==> config.mk <==
export PLATFORM = sky130hd
export DESIGN_NAME = preamble_length_checksum_packet_parser_unit_flat
export DESIGN_NICKNAME = d
export VERILOG_FILES = /design/src/rtl/core/pplc_pkg.sv /design/src/rtl/core/pplc_if.sv /design/src/rtl/core/pplc_cfg.sv /design/src/rtl/core/pplc_fsm.sv /design/src/rtl/core/preamble_length_checksum_packet_parser_unit.sv /design/src/flat_wrapper.sv
export SDC_FILE = /design/constraint.sdc
export NUM_CORES = 1
export LEC_CHECK = 0
export ABC_AREA = 1
export BUFFER_PORTS_ARGS = -buffer_cell sky130_fd_sc_hd__buf_2
export CORE_MARGIN = 2
export CORE_UTILIZATION = 45
export CTS_BUF_LIST = sky130_fd_sc_hd__clkbuf_16
export DETAILED_ROUTE_END_ITERATION = 8
export PLACE_DENSITY = 0.68
export SETUP_SLACK_MARGIN = 0.2
export SLEW_MARGIN = 20
export SYNTH_ARGS = -nofsm -noshare
export SYNTH_HDL_FRONTEND = slang
export SYNTH_SLANG_ARGS = --single-unit
==> constraint.sdc <==
create_clock -name clk -period 8.4 [get_ports clk]
set_clock_uncertainty 0.1 [all_clocks]
set_input_delay 0.42 -clock clk [delete_from_list [all_inputs] [get_ports clk]]
set_output_delay 0.42 -clock clk [all_outputs]
set_load 0.01 [all_outputs]
==> src/rtl/core/pplc_pkg.sv <==
// Shared types and constants for the packet deframer.
package pplc_pkg;

  typedef enum logic [1:0] {
    PH_SYNC = 2'd0,
    PH_LEN  = 2'd1,
    PH_PAY  = 2'd2,
    PH_HUNT = 2'd3
  } phase_t;

  typedef enum logic [1:0] {
    REG_PRE_FIRST  = 2'd0,
    REG_PRE_SECOND = 2'd1,
    REG_PRE_THIRD  = 2'd2,
    REG_MIN_LEN    = 2'd3
  } reg_idx_t;

  localparam logic [1:0] KIND_LEN  = 2'd0;
  localparam logic [1:0] KIND_DATA = 2'd1;
  localparam logic [1:0] KIND_ERR  = 2'd2;

  localparam logic [2:0] ERR_NONE  = 3'd0;
  localparam logic [2:0] ERR_LEN   = 3'd3;
  localparam logic [2:0] ERR_SUM   = 3'd4;

  localparam logic [1:0] PRE_LAST  = 2'd2;
  localparam logic [7:0] HDR_BYTES = 8'd4;
  localparam logic [7:0] LEN_FLOOR = 8'd5;

  localparam int unsigned ADDR_W = 4;

  typedef struct packed {
    logic [7:0] pre_first;
    logic [7:0] pre_second;
    logic [7:0] pre_third;
    logic [7:0] min_len;
  } cfg_t;

  typedef struct packed {
    logic [1:0] out_kind;
    logic [7:0] out_byte;
    logic [2:0] error_code;
    logic       close_buffer;
    logic       discard_buffer;
  } res_t;

endpackage

==> src/rtl/core/pplc_if.sv <==
// Request channel interfaces for received bytes and parser results.
interface pplc_in_if;
  logic       valid;
  logic       ready;
  logic [7:0] rx_byte;

  modport source (output valid, output rx_byte, input ready);
  modport sink (input valid, input rx_byte, output ready);
endinterface

interface pplc_out_if;
  logic       valid;
  logic       ready;
  logic [1:0] out_kind;
  logic [7:0] out_byte;
  logic [2:0] error_code;
  logic       close_buffer;
  logic       discard_buffer;

  modport source (output valid, output out_kind, output out_byte, output error_code,
                  output close_buffer, output discard_buffer, input ready);
  modport sink (input valid, input out_kind, input out_byte, input error_code,
                input close_buffer, input discard_buffer, output ready);
endinterface

==> src/rtl/core/pplc_cfg.sv <==
// APB configuration registers for preamble bytes and minimum length.
module pplc_cfg (
  input  logic                         clk,
  input  logic                         rst_n,
  input  logic                         psel,
  input  logic                         penable,
  input  logic                         pwrite,
  input  logic [pplc_pkg::ADDR_W-1:0]  paddr,
  input  logic [31:0]                  pwdata,
  output logic [31:0]                  prdata,
  output logic                         pready,
  output pplc_pkg::cfg_t               cfg
);

  pplc_pkg::cfg_t     cfg_r;
  pplc_pkg::cfg_t     cfg_nxt;
  pplc_pkg::reg_idx_t idx;
  logic               wr_en;
  logic [7:0]         rd_byte;

  assign pready = 1'b1;
  assign wr_en  = psel && penable && pwrite;
  assign idx    = pplc_pkg::reg_idx_t'(paddr[3:2]);

  always_comb begin
    cfg_nxt = cfg_r;
    rd_byte = cfg_r.pre_first;
    unique case (idx)
      pplc_pkg::REG_PRE_FIRST: begin
        rd_byte = cfg_r.pre_first;
        if (wr_en) cfg_nxt.pre_first = pwdata[7:0];
      end
      pplc_pkg::REG_PRE_SECOND: begin
        rd_byte = cfg_r.pre_second;
        if (wr_en) cfg_nxt.pre_second = pwdata[7:0];
      end
      pplc_pkg::REG_PRE_THIRD: begin
        rd_byte = cfg_r.pre_third;
        if (wr_en) cfg_nxt.pre_third = pwdata[7:0];
      end
      pplc_pkg::REG_MIN_LEN: begin
        rd_byte = cfg_r.min_len;
        if (wr_en) cfg_nxt.min_len = pwdata[7:0];
      end
      default: rd_byte = cfg_r.pre_first;
    endcase
  end

  always_ff @(posedge clk) begin
    if (!rst_n) begin
      cfg_r.pre_first  <= 8'h03;
      cfg_r.pre_second <= 8'hEF;
      cfg_r.pre_third  <= 8'hAF;
      cfg_r.min_len    <= 8'd8;
    end else begin
      cfg_r <= cfg_nxt;
    end
  end

  assign prdata = {24'd0, rd_byte};
  assign cfg    = cfg_r;

endmodule

==> src/rtl/core/pplc_fsm.sv <==
// Deframing state machine: phase, checksum, byte count and preamble match.
module pplc_fsm (
  input  logic           clk,
  input  logic           rst_n,
  input  logic           step,
  input  logic [7:0]     rx_byte,
  input  pplc_pkg::cfg_t cfg,
  output logic           res_vld,
  output pplc_pkg::res_t res
);

  pplc_pkg::phase_t phase_r, phase_nxt;
  logic [7:0]       sum_r, sum_nxt;
  logic [7:0]       rem_r, rem_nxt;
  logic [1:0]       sync_idx_r, sync_idx_nxt;
  logic [1:0]       hunt_idx_r, hunt_idx_nxt;

  logic [7:0] sum_x;
  logic [7:0] rem_dec;
  logic [7:0] min_len;
  logic [1:0] cur_idx;
  logic [1:0] idx_inc;
  logic [7:0] expect_byte;
  logic       pre_hit;

  always_comb begin
    cur_idx = (phase_r == pplc_pkg::PH_HUNT) ? hunt_idx_r : sync_idx_r;
    if (cur_idx > pplc_pkg::PRE_LAST) cur_idx = 2'd0;
    case (cur_idx)
      2'd1:    expect_byte = cfg.pre_second;
      2'd2:    expect_byte = cfg.pre_third;
      default: expect_byte = cfg.pre_first;
    endcase
    pre_hit = (rx_byte == expect_byte);
    idx_inc = cur_idx + 2'd1;
    sum_x   = sum_r ^ rx_byte;
    rem_dec = rem_r - 8'd1;
    min_len = (cfg.min_len < pplc_pkg::LEN_FLOOR) ? pplc_pkg::LEN_FLOOR : cfg.min_len;
  end

  always_comb begin
    phase_nxt    = phase_r;
    sum_nxt      = sum_x;
    rem_nxt      = rem_r;
    sync_idx_nxt = sync_idx_r;
    hunt_idx_nxt = hunt_idx_r;
    res_vld      = 1'b0;
    res          = '0;
    unique case (phase_r)
      pplc_pkg::PH_SYNC: begin
        if (!pre_hit) begin
          sync_idx_nxt       = 2'd0;
          sum_nxt            = 8'd0;
          phase_nxt          = pplc_pkg::PH_HUNT;
          res_vld            = 1'b1;
          res.out_kind       = pplc_pkg::KIND_ERR;
          res.error_code     = {1'b0, cur_idx};
          res.close_buffer   = 1'b1;
        end else if (cur_idx == pplc_pkg::PRE_LAST) begin
          sync_idx_nxt = 2'd0;
          phase_nxt    = pplc_pkg::PH_LEN;
        end else begin
          sync_idx_nxt = idx_inc;
        end
      end
      pplc_pkg::PH_LEN: begin
        res_vld = 1'b1;
        if (rx_byte < min_len) begin
          sum_nxt          = 8'd0;
          phase_nxt        = pplc_pkg::PH_HUNT;
          res.out_kind     = pplc_pkg::KIND_ERR;
          res.error_code   = pplc_pkg::ERR_LEN;
          res.close_buffer = 1'b1;
        end else begin
          rem_nxt      = rx_byte - pplc_pkg::HDR_BYTES;
          phase_nxt    = pplc_pkg::PH_PAY;
          res.out_kind = pplc_pkg::KIND_LEN;
          res.out_byte = rx_byte - pplc_pkg::HDR_BYTES;
        end
      end
      pplc_pkg::PH_PAY: begin
        rem_nxt = rem_dec;
        res_vld = 1'b1;
        if (rem_dec != 8'd0) begin
          res.out_kind = pplc_pkg::KIND_DATA;
          res.out_byte = rx_byte;
        end else if (sum_x != 8'd0) begin
          sum_nxt            = 8'd0;
          phase_nxt          = pplc_pkg::PH_HUNT;
          res.out_kind       = pplc_pkg::KIND_ERR;
          res.error_code     = pplc_pkg::ERR_SUM;
          res.close_buffer   = 1'b1;
          res.discard_buffer = 1'b1;
        end else begin
          phase_nxt        = pplc_pkg::PH_SYNC;
          res.out_kind     = pplc_pkg::KIND_DATA;
          res.close_buffer = 1'b1;
        end
      end
      pplc_pkg::PH_HUNT: begin
        if (!pre_hit) begin
          hunt_idx_nxt = 2'd0;
          sum_nxt      = 8'd0;
        end else if (cur_idx == pplc_pkg::PRE_LAST) begin
          hunt_idx_nxt = 2'd0;
          phase_nxt    = pplc_pkg::PH_LEN;
        end else begin
          hunt_idx_nxt = idx_inc;
        end
      end
      default: phase_nxt = pplc_pkg::PH_SYNC;
    endcase
  end

  always_ff @(posedge clk) begin
    if (!rst_n) begin
      phase_r    <= pplc_pkg::PH_SYNC;
      sum_r      <= 8'd0;
      rem_r      <= 8'd0;
      sync_idx_r <= 2'd0;
      hunt_idx_r <= 2'd0;
    end else if (step) begin
      phase_r    <= phase_nxt;
      sum_r      <= sum_nxt;
      rem_r      <= rem_nxt;
      sync_idx_r <= sync_idx_nxt;
      hunt_idx_r <= hunt_idx_nxt;
    end
  end

  a_hunt_silent: assert property (@(posedge clk) disable iff (!rst_n)
    step && phase_r == pplc_pkg::PH_HUNT |-> !res_vld)
    else $error("result produced while hunting");

  a_err_to_hunt: assert property (@(posedge clk) disable iff (!rst_n)
    step && res_vld && res.out_kind == pplc_pkg::KIND_ERR
    |=> phase_r == pplc_pkg::PH_HUNT && sum_r == 8'd0)
    else $error("error did not enter hunt with clear checksum");

  a_len_to_pay: assert property (@(posedge clk) disable iff (!rst_n)
    step && res_vld && res.out_kind == pplc_pkg::KIND_LEN
    |=> phase_r == pplc_pkg::PH_PAY && rem_r != 8'd0)
    else $error("length byte did not start payload");

  a_close_end: assert property (@(posedge clk) disable iff (!rst_n)
    step && res_vld && res.close_buffer && res.out_kind == pplc_pkg::KIND_DATA
    |=> phase_r == pplc_pkg::PH_SYNC)
    else $error("good packet end did not return to sync");

endmodule

==> src/rtl/core/preamble_length_checksum_packet_parser_unit.sv <==
// Top level of the serial packet deframer with preamble, length and XOR checksum.
// One received byte per request; a new byte can be taken every cycle. Each byte
// is held in the input register while the state machine updates the phase,
// checksum and byte count, and any result lands in the output register. Throughput
// is one byte per cycle while the result side takes results; a held result stalls
// input only once the input register is also occupied.
module preamble_length_checksum_packet_parser_unit (
  input  logic                         clk,
  input  logic                         rst_n,
  pplc_in_if.sink                      in_ch,
  pplc_out_if.source                   out_ch,
  input  logic                         psel,
  input  logic                         penable,
  input  logic                         pwrite,
  input  logic [pplc_pkg::ADDR_W-1:0]  paddr,
  input  logic [31:0]                  pwdata,
  output logic [31:0]                  prdata,
  output logic                         pready
);

  pplc_pkg::cfg_t cfg;
  pplc_pkg::res_t res;
  pplc_pkg::res_t out_r;
  logic           res_vld;
  logic           in_vld_r, in_vld_nxt;
  logic [7:0]     in_byte_r;
  logic           out_vld_r, out_vld_nxt;
  logic           step;
  logic           in_take;

  pplc_cfg u_cfg (
    .clk     (clk),
    .rst_n   (rst_n),
    .psel    (psel),
    .penable (penable),
    .pwrite  (pwrite),
    .paddr   (paddr),
    .pwdata  (pwdata),
    .prdata  (prdata),
    .pready  (pready),
    .cfg     (cfg)
  );

  pplc_fsm u_fsm (
    .clk     (clk),
    .rst_n   (rst_n),
    .step    (step),
    .rx_byte (in_byte_r),
    .cfg     (cfg),
    .res_vld (res_vld),
    .res     (res)
  );

  assign step        = in_vld_r && (!out_vld_r || out_ch.ready);
  assign in_ch.ready = !in_vld_r || step;
  assign in_take     = in_ch.valid && in_ch.ready;

  always_comb begin
    in_vld_nxt = in_vld_r;
    if (in_take) begin
      in_vld_nxt = 1'b1;
    end else if (step) begin
      in_vld_nxt = 1'b0;
    end
    out_vld_nxt = out_vld_r;
    if (step && res_vld) begin
      out_vld_nxt = 1'b1;
    end else if (out_ch.ready) begin
      out_vld_nxt = 1'b0;
    end
  end

  always_ff @(posedge clk) begin
    if (!rst_n) begin
      in_vld_r  <= 1'b0;
      out_vld_r <= 1'b0;
    end else begin
      in_vld_r  <= in_vld_nxt;
      out_vld_r <= out_vld_nxt;
    end
  end

  always_ff @(posedge clk) begin
    if (in_take) begin
      in_byte_r <= in_ch.rx_byte;
    end
    if (step && res_vld) begin
      out_r <= res;
    end
  end

  assign out_ch.valid          = out_vld_r;
  assign out_ch.out_kind       = out_r.out_kind;
  assign out_ch.out_byte       = out_r.out_byte;
  assign out_ch.error_code     = out_r.error_code;
  assign out_ch.close_buffer   = out_r.close_buffer;
  assign out_ch.discard_buffer = out_r.discard_buffer;

endmodule

==> src/flat_wrapper.sv <==
// flat-port wrapper written by rule: the top's interface ports become plain ports
module preamble_length_checksum_packet_parser_unit_flat 
  (clk, rst_n, psel, penable, pwrite, paddr, pwdata, prdata, pready, in_ch_valid, in_ch_rx_byte, in_ch_ready, out_ch_valid, out_ch_out_kind, out_ch_out_byte, out_ch_error_code, out_ch_close_buffer, out_ch_discard_buffer, out_ch_ready);
  pplc_in_if in_ch_i ();
  pplc_out_if out_ch_i ();
  input  logic clk;
  input  logic rst_n;
  input  logic psel;
  input  logic penable;
  input  logic pwrite;
  input  logic [pplc_pkg::ADDR_W-1:0] paddr;
  input  logic [31:0] pwdata;
  output logic [31:0] prdata;
  output logic pready;
  input wire logic [$bits(in_ch_i.valid)-1:0] in_ch_valid;
  input wire logic [$bits(in_ch_i.rx_byte)-1:0] in_ch_rx_byte;
  output wire logic [$bits(in_ch_i.ready)-1:0] in_ch_ready;
  output wire logic [$bits(out_ch_i.valid)-1:0] out_ch_valid;
  output wire logic [$bits(out_ch_i.out_kind)-1:0] out_ch_out_kind;
  output wire logic [$bits(out_ch_i.out_byte)-1:0] out_ch_out_byte;
  output wire logic [$bits(out_ch_i.error_code)-1:0] out_ch_error_code;
  output wire logic [$bits(out_ch_i.close_buffer)-1:0] out_ch_close_buffer;
  output wire logic [$bits(out_ch_i.discard_buffer)-1:0] out_ch_discard_buffer;
  input wire logic [$bits(out_ch_i.ready)-1:0] out_ch_ready;
  assign in_ch_i.valid = in_ch_valid;
  assign in_ch_i.rx_byte = in_ch_rx_byte;
  assign in_ch_ready = in_ch_i.ready;
  assign out_ch_valid = out_ch_i.valid;
  assign out_ch_out_kind = out_ch_i.out_kind;
  assign out_ch_out_byte = out_ch_i.out_byte;
  assign out_ch_error_code = out_ch_i.error_code;
  assign out_ch_close_buffer = out_ch_i.close_buffer;
  assign out_ch_discard_buffer = out_ch_i.discard_buffer;
  assign out_ch_i.ready = out_ch_ready;
  preamble_length_checksum_packet_parser_unit u_core (.clk(clk), .rst_n(rst_n), .in_ch(in_ch_i), .out_ch(out_ch_i), .psel(psel), .penable(penable), .pwrite(pwrite), .paddr(paddr), .pwdata(pwdata), .prdata(prdata), .pready(pready));
endmodule
==> metrics.md <==
| Metric | Value |
|---|---|
| Most used routing layer | `met2` |
| Via/cell ratio | `5.158` |
| Register area share after synthesis | `0.3948` |
| Outcome | `completed` |
| Initial antenna violation count | `0` |
| Hold EP | `u_core.in_byte_r[2]$_DFFE_PP_` |
| Die X | `105.0 um` |
| Filler instances | `989` |
| Mapped Cells | `633` |
| Routed Antenna Nets | `0` |
| Period minus WS final | `3.566 ns` |
| Leading cell types by count after synthesis | `192 x nand2_1, 63 x nor2_1, 62 x inv_1, 56 x dfxtp_1, 35 x nand3_1` |
| P&R area growth vs syn | `12.27%` |
| First-pass GRT wire length | `18430 um` |
| MaxCap Viol Count | `0` |
| FF-to-FF End | `u_core.out_ch.out_byte[3]$_DFFE_PP_` |
| Flop pwr share | `0.412` |
| GRT overflow | `0` |
| Top post-synthesis cells by area | `dfxtp_1 24%, nand2_1 16%, edfxtp_1 15%` |
| Critical Path Most Common Cell | `nand2_1` |
| GR Util met2 | `0.3641` |
| Sw Pwr | `0.0002769 W` |
| DRC Markers | `0` |
| DP HPWL | `8699 um` |
| Nature of the critical path startpoint | `flip-flop` |
| RR Startpoint | `u_core.u_fsm.phase_r[0]$_SDFFE_PN0P_` |
| CTS sink count | `79` |
| Rel. slew slack | `0.4586` |
| Peak VDD IR | `85.90 uV` |
| Design Area, Final | `5152 um2` |
| Yosys top cell area share | `0.2443` |
| Met1 usage | `0.2554` |
| Asr flop ratio synth | `0` |
| Max Transition Viols Final | `0` |
| WS Path Type | `flip-flop to flip-flop` |
| Io pins | `101` |
| # rows | `36` |
| TritonCTS clock tree | `done` |
| Gate power share | `0.169` |
| Hold Crit Depth | `1` |
| Vias in the first global route | `3863` |
| Port Buffers | `49` |
| Die Y | `105.0 um` |
| Min Hold Slack | `0.1564 ns` |
| Die ar. | `11020 um2` |
| Fin worst setup slack | `4.834 ns` |
| Final wirelength | `11530 um` |
| Clock power frac | `0.420` |
| Mapped cell area | `4589 um2` |
| RSZ-0062 raised after global routing | `false` |
| WP data arrival | `3.43 ns` |
| Htree depth | `3` |
| Maximum clock rate | `0.2804 GHz` |
| Initial Util | `0.4674` |
| Synth warn | `0` |
| Pwr per Cell Area | `200.1 nW/um2` |
| Initial DRC count | `233` |
| Post-Syn Area per Cell | `7.250 um2` |
| Gr usage total | `0.2100` |
| FF-to-FF setup slack | `4.83 ns` |
| Via count | `4199` |
| Setup TNS | `0 ns` |
| Final nets | `743` |
| Cell Chain, Critical Path | `ha_1, nand2_1, o21ai_0, inv_1, ha_1, inv_2, or2_1, nand2_1, nand2_1, nand2_1, inv_1, nand2_1, nor2_4, nand2_2, nand2_1, nand2_1, nand3_1, inv_1` |
| Synthesized flop and latch total | `79` |
| # resized after CTS | `0` |
| Power Internal | `0.0007541 W` |
| Placed cell area | `4822 um2` |
| Fin crit share | `0.4245` |
| Worst Reg-to-Reg Cells | `18` |
| Worst Path Required | `8.27 ns` |
| Layout cells sized above 1 | `0.1263` |
| Drt pass-1 iters | `4` |
| Routability cong. | `0.8876` |
| Clock buffer depth | `2` |
| Post-synth EDFFs | `23` |
| Clock transition at path regs | `0.06 ns` |
| Largest net degree at the start of global routing | `48` |
| Largest area contributor in the netlist | `dfxtp_1` |
| # Post-CTS Setup Buffers | `0` |
| Hold_sp | `in_ch_rx_byte[2]` |
| HP Class | `primary input to flip-flop` |
| CP max FO | `15` |
| Met3 Use GR | `0.04304` |
| Diode count | `0` |
| Pre-CTS WS | `4.898 ns` |
| Root Buffer | `clkbuf_16` |
| Worst path slowest cell | `inv_1` |
| Inserted Clock Buffers | `9` |
| Hold_buf cts | `0` |
| Avg WL per Cell | `14.17 um` |
| Final Hold Fails | `0` |
| Max incr delay on CP | `0.44 ns` |
| Number of library cell types mapped by synthesis | `39` |
| CP endpoint kind | `flip-flop` |
| Most instantiated library cell after synthesis | `nand2_1` |
| Static leakage | `2.446 nW` |
| Slew @ Worst Pin | `0.8121 ns` |
| Core Region | `9819 um2` |
| Net Sw Frac | `0.2686` |
| Worst-Skew Late Latency | `0.33 ns` |
| Final setup fails | `0` |
| Main synth FF type | `dfxtp_1` |
-- registers in the layout, indices dropped and copies added (netlist names) --
signal	flops
u_core.u_fsm.phase_r	2
u_core.in_byte_r	8
u_core.u_fsm.sum_r	8
u_core.out_ch.discard_buffer	1
u_core.out_ch.close_buffer	1
u_core.out_ch.out_byte	8
u_core.u_fsm.sync_idx_r	2
u_core.u_fsm.hunt_idx_r	2
u_core.in_vld_r	1
u_core.u_fsm.rem_r	8
u_core.out_ch.out_kind	2
u_core.out_ch.valid	1
u_core.out_ch.error_code	3
u_core.u_cfg.cfg	32
-- cells in the final DEF (no fill, tap or decap), drive strengths merged --
cell,instances
nand2,197
nor2,69
inv,68
dfxtp,56
buf,49
nand3,44
o21ai,32
a21oi,29
conb,25
edfxtp,23
nand4,16
ha,16
xor2,9
clkbuf,9
xnor2,6
o2111ai,6
o21a,5
or2,3
nor3,3
a211oi,3
bufinv,3
clkinv,3
o211ai,2
a31oi,1
o31ai,1
nor4,1
a21o,1
o311ai,1
-- how the worst max path moves through the flow --
stage	from	end	slack [ns]	depth (start not counted)
3_3_place_gp	u_core.u_fsm.phase_r[0]$_SDFFE_PN0P_	u_core.out_ch.close_buffer$_DFFE_PP_	4.97	18
2_1_floorplan	u_core.u_fsm.phase_r[0]$_SDFFE_PN0P_	u_core.out_ch.close_buffer$_DFFE_PP_	5.47	18
5_1_grt	u_core.u_fsm.phase_r[0]$_SDFFE_PN0P_	u_core.out_ch.out_byte[1]$_DFFE_PP_	4.54	18
4_1_cts	u_core.u_fsm.phase_r[0]$_SDFFE_PN0P_	u_core.out_ch.out_kind[1]$_DFFE_PP_	4.89	18
3_5_place_dp	u_core.u_fsm.phase_r[0]$_SDFFE_PN0P_	u_core.out_ch.error_code[0]$_DFFE_PP_	4.90	18
6_report	u_core.u_fsm.phase_r[0]$_SDFFE_PN0P_	u_core.out_ch.out_byte[3]$_DFFE_PP_	4.83	18
-- kinds of logic (layout without fill, tap and decap cells) --
| kind of cell | Yosys count | count (layout) | share of synthesized area |
|---|---|---|---|
| and+or+nand+nor | 333 | 333 | 0.3168 |
| buffers and inverters | 107 | 132 | 0.1129 |
| AOI/OAI and AO/OA | 81 | 81 | 0.1017 |
| DFF | 79 | 79 | 0.3948 |
| adders and majority gates | 16 | 16 | 0.04362 |
| xor gates and xnor gates | 15 | 15 | 0.02863 |
| other | 2 | 25 | 0.001636 |
-- stage by stage --
stage               instances  total power [W]  utilization
finish                    814         0.001031       0.5247
global route              814         0.001074       0.5247
CTS                       814         0.001036       0.5247
detailed placement        798        0.0006035       0.4911
global placement          798        0.0005988       0.4911
floorplan                 656        0.0005656            -
-- power by group through the flow --
stage / Combinational [W] / Clock [W] / Sequential (W)
after detailed placement: 0.000171 / 0 / 0.000432
after CTS: 0.000172 / 0.000439 / 0.000424
after floorplan: 0.000135 / 0 / 0.000431
final: 0.000174 / 0.000433 / 0.000424
after global routing: 0.000194 / 0.000453 / 0.000426
after global placement: 0.000167 / 0 / 0.000432
-- worst max-delay path, delay by kind of cell (launching register included) --
family	cells	cell delay (ns)
and+or+nand+nor	11	1.03
adders and majority gates	2	0.80
buffers and inverters	4	0.72
DFF	1	0.41
AOI/OAI and AO/OA	1	0.13
-- layer usage --
| layer | vias up | part of all wire |
|---|---|---|
| met4 | 0 | 0.019 |
| met2 | 156 | 0.49 |
| met1 | 1937 | 0.43 |
| met5 | - | 0 |
| met3 | 20 | 0.064 |
| li1 | 2086 | - |
-- cell type report --
cell class | count | area [um2] | share of cell area
timing repair buffer | 49 | 245.2 | 0.04760
sequential | 79 | 1812 | 0.3516
tap | 133 | 166.4 | 0.03230
multi-input combinational | 470 | 2346 | 0.4553
clock buffer | 9 | 225.2 | 0.04371
inverter | 67 | 252.7 | 0.04905
clock inverter | 7 | 105.1 | 0.02040
Note: power is estimated with default switching activity, not from simulation.
